<file path="src/rtl/core/pfsc_sub_unit.sv">
// Shared saturating subtractor: x - y, floored at zero.
module pfsc_sub_unit #(
  parameter int W = 8
) (
  input  logic [W-1:0] x,
  input  logic [W-1:0] y,
  output logic [W-1:0] diff
);

  // one compare and one subtract
  assign diff = (x > y) ? (x - y) : '0;

endmodule

</file>
<file path="config.mk">
export PLATFORM = sky130hd
export DESIGN_NAME = pfsc_sub_unit
export DESIGN_NICKNAME = d
export VERILOG_FILES = /design/src/rtl/core/pfsc_sub_unit.sv
export SDC_FILE = /design/constraint.sdc
export NUM_CORES = 1
export LEC_CHECK = 0
export ABC_AREA = 1
export BUFFER_PORTS_ARGS = -buffer_cell sky130_fd_sc_hd__buf_2
export CAP_MARGIN = 20
export CORE_MARGIN = 4
export CORE_UTILIZATION = 30
export DETAILED_ROUTE_END_ITERATION = 16
export PLACE_DENSITY = 0.65
export SLEW_MARGIN = 20
export SYNTH_ARGS = -nofsm -noshare
export SYNTH_HDL_FRONTEND = slang
export SYNTH_SLANG_ARGS = --single-unit
</file>
<file path="constraint.sdc">
create_clock -name vclk -period 4.4
set_clock_uncertainty 0.2 [all_clocks]
set_input_delay 0.66 -clock vclk [all_inputs]
set_output_delay 0.66 -clock vclk [all_outputs]
set_load 0.02 [all_outputs]
</file>
==> results.tsv <==
stage	metric	value	unit
run_status	status	completed	
floorplan	die height	48.2	um
drt	WL final	999	um
yosys	simple-gate portion of the synthesized area	49.0	%
grt	vias in the first global route	425	
layout	share of layout cells above drive strength 1	29.7	%
drt	final antenna-violating net count	0	
floorplan	Core Area	0.00152	mm2
setup_path	Max stage delay on crit path	380	ps
yosys	register area share after synthesis	0	%
timing	Fin. Hold Viols	0	
pwr	Sw Pwr	0.0000572	W
timing	minimum clock period	2890	ps
drt	Iter 0 DRT Violations	4	
floorplan	Top Ports	24	
timing	period utilization	65.7	%
timing	Slew @ Worst Pin	217	ps
clock_network	# hold bufs at CTS	0	
floorplan	Initial Utilization	31.9	%
yosys	top cell type's share of synthesized area	20.6	%
yosys	Ys Warns	0	
placement	dpl hpwl	912	um
layout	fillers	177	
drt	via count	547	
timing	setup violators final	0	
timing	worst relative slew slack	85.5	%
setup_path	Startpoint Class	input port	
pwr	Seq pwr share	0	%
setup_path	critical path cell sequence	buf_2 -> inv_1 -> ha_1 -> inv_1 -> fa_1 -> nand2_1 -> nand2_2 -> nand3b_1 -> nand3_1 -> a21oi_2 -> buf_2	
placement	PortBufs	24	
placement	GP Congestion	0.743	
setup_path	Critical Path AT	2030	ps
clock_network	Post-CTS Setup Inserts	0	
pwr	P_int	0.0000364	W
setup_path	Setup crit end kind	primary output	
yosys	Mapped Avg Cell Area	5.58	um2
grt	GRT Util Overall	9.25	%
yosys	Post-Synth Adder-Cell Area	24.7	%
yosys	leading post-synthesis cells by cell area	ha_1 (21%), nand2_1 (19%), inv_1 (18%), nor2_1 (7.0%), nand3_1 (5.2%)	
setup_path	slowest CP cell	fa_1	
drt	drt pass-1 iters	4	
layout	Area Growth Syn to Fin	28.9	%
pwr	worst IR drop on VDD	60.2	uV
floorplan	Die X	48.2	um
worst_hold_path	Hold Crit Class	input port to primary output	
setup_path	critical path peak fanout	3	
pwr	Switching Share	61.1	%
pwr	P per Cell Area	150	mW/mm2
pwr	clock group share of total power	0	%
setup_path	worst endpoint required time	3540	ps
pwr	combinational share of power	100.0	%
pwr	Leakage	0.430	nW
layout	post-route cell area	626	um2
yosys	mux cell area share after synthesis	0	%
layout	Reg area	0	um2
layout	footprint of the multi-input gates	399	um2
grt	first-pass GRT wire length	1630	um
layout	Final #Nets	138	
floorplan	num rows	14	
yosys	leading area contributor after synthesis	ha_1	
layout	clock buf count	0	
pwr	total power	0.0000937	W
flow_run	max-capacitance violation count	0	
yosys	Synth Instances	87	
setup_path	Critical Setup Path Class	input port to primary output	
layout	n_diodes	0	
yosys	Commonest cells post-synth	nand2_1 (24), inv_1 (23), nor2_1 (9)	
timing	fin. max-slew vios	0	
grt	global route total overflow	0	
timing	Final TNS setup	0	ps
grt	largest net degree at the start of global routing	8	
yosys	Cell Area, Synth	485	um2
yosys	compound-cell area share of the yosys netlist	4.90	%
layout	FFs & Latches	0	
yosys	count of different cell masters after synthesis	18	
clock_network	Post-CTS Resized	0	
drt	# DRC	0	
yosys	largest family of logic cells by synthesized area	simple AND/OR/NAND/NOR gates	
drt	WL/cell	7.87	um
timing	RSZ-0062 raised after global routing	false	
grt	initial antenna violation count	0	
yosys	syn_nets	112	
drt	Via density	4.31	
placement	Cell Area, Placed	626	um2
yosys	cell with the most instances after synthesis	nand2_1	
floorplan	DIE AREA	0.00233	mm2
yosys	xor/xnor cell area share of the yosys netlist	3.61	%
timing	achievable frequency	346	MHz
## cell families (layout without fill, tap and decap cells)
kind of cell / after synthesis / in the layout
simple gates: 49 / 49
buf+inv: 23 / 47
fa+ha+maj: 9 / 9
compound gates: 4 / 4
xor+xnor: 2 / 2
## path summary, 6_finish.rpt
kind                  startpoint      end  depth (start not counted)
worst max-delay path        x[0]  diff[6]                         11
worst min-delay path        y[0]  diff[0]                          4
## cell usage in the layout (no fill, tap or decap)
master / count
nand4_1: 1
nand2_1: 24
xnor2_1: 1
buf_2: 24
ha_1: 8
nor2_1: 9
nand3_2: 1
xor2_1: 1
nand2_2: 3
a21oi_2: 1
nand2_4: 2
or2_1: 1
nand3b_1: 1
inv_1: 23
nand3_1: 5
a21oi_1: 3
fa_1: 1
nor2_4: 1
nor2_2: 1
## power by group through the flow
stage          Combinational (W)  Clock [W]  Sequential, W
6_report               0.0000937          0              0
3_3_place_gp           0.0000945          0              0
2_1_floorplan          0.0000696          0              0
5_1_grt                 0.000107          0              0
3_5_place_dp           0.0000951          0              0
4_1_cts                0.0000955          0              0
## stage by stage
step	std cells	setup slack, ps	hold slack (ps)	utilization [%]
floorplan	87	1700	1340	-
global placement	127	1520	1540	41.1
detailed placement	127	1500	1540	41.1
CTS	127	1500	1540	41.1
global route	127	1410	1570	41.1
finish	127	1510	1540	41.1
## critical path, delay by kind of cell
kind / cells / cell delay, ps
buffers and inverters: 4 / 360
AOI/OAI and AO/OA: 1 / 130
adders and majority gates: 2 / 510
and+or+nand+nor: 4 / 370
## per-layer routing
metal | GRT usage [%] | vias to the layer above | share of wire [%]
met2 | 16.4 | 17 | 45
li1 | - | 309 | -
met4 | 0 | 0 | 0
met1 | 13.3 | 221 | 45
met5 | 0 | - | 0
met3 | 0 | 0 | 9.9
## final cells by class
| cell class | count | share of cell area (%) |
|---|---|---|
| multi-input combinational | 64 | 63.8 |
| timing repair buffer | 24 | 19.2 |
| inverter | 23 | 13.8 |
| tap | 16 | 3.20 |
Note: power is estimated with default switching activity, not from simulation.
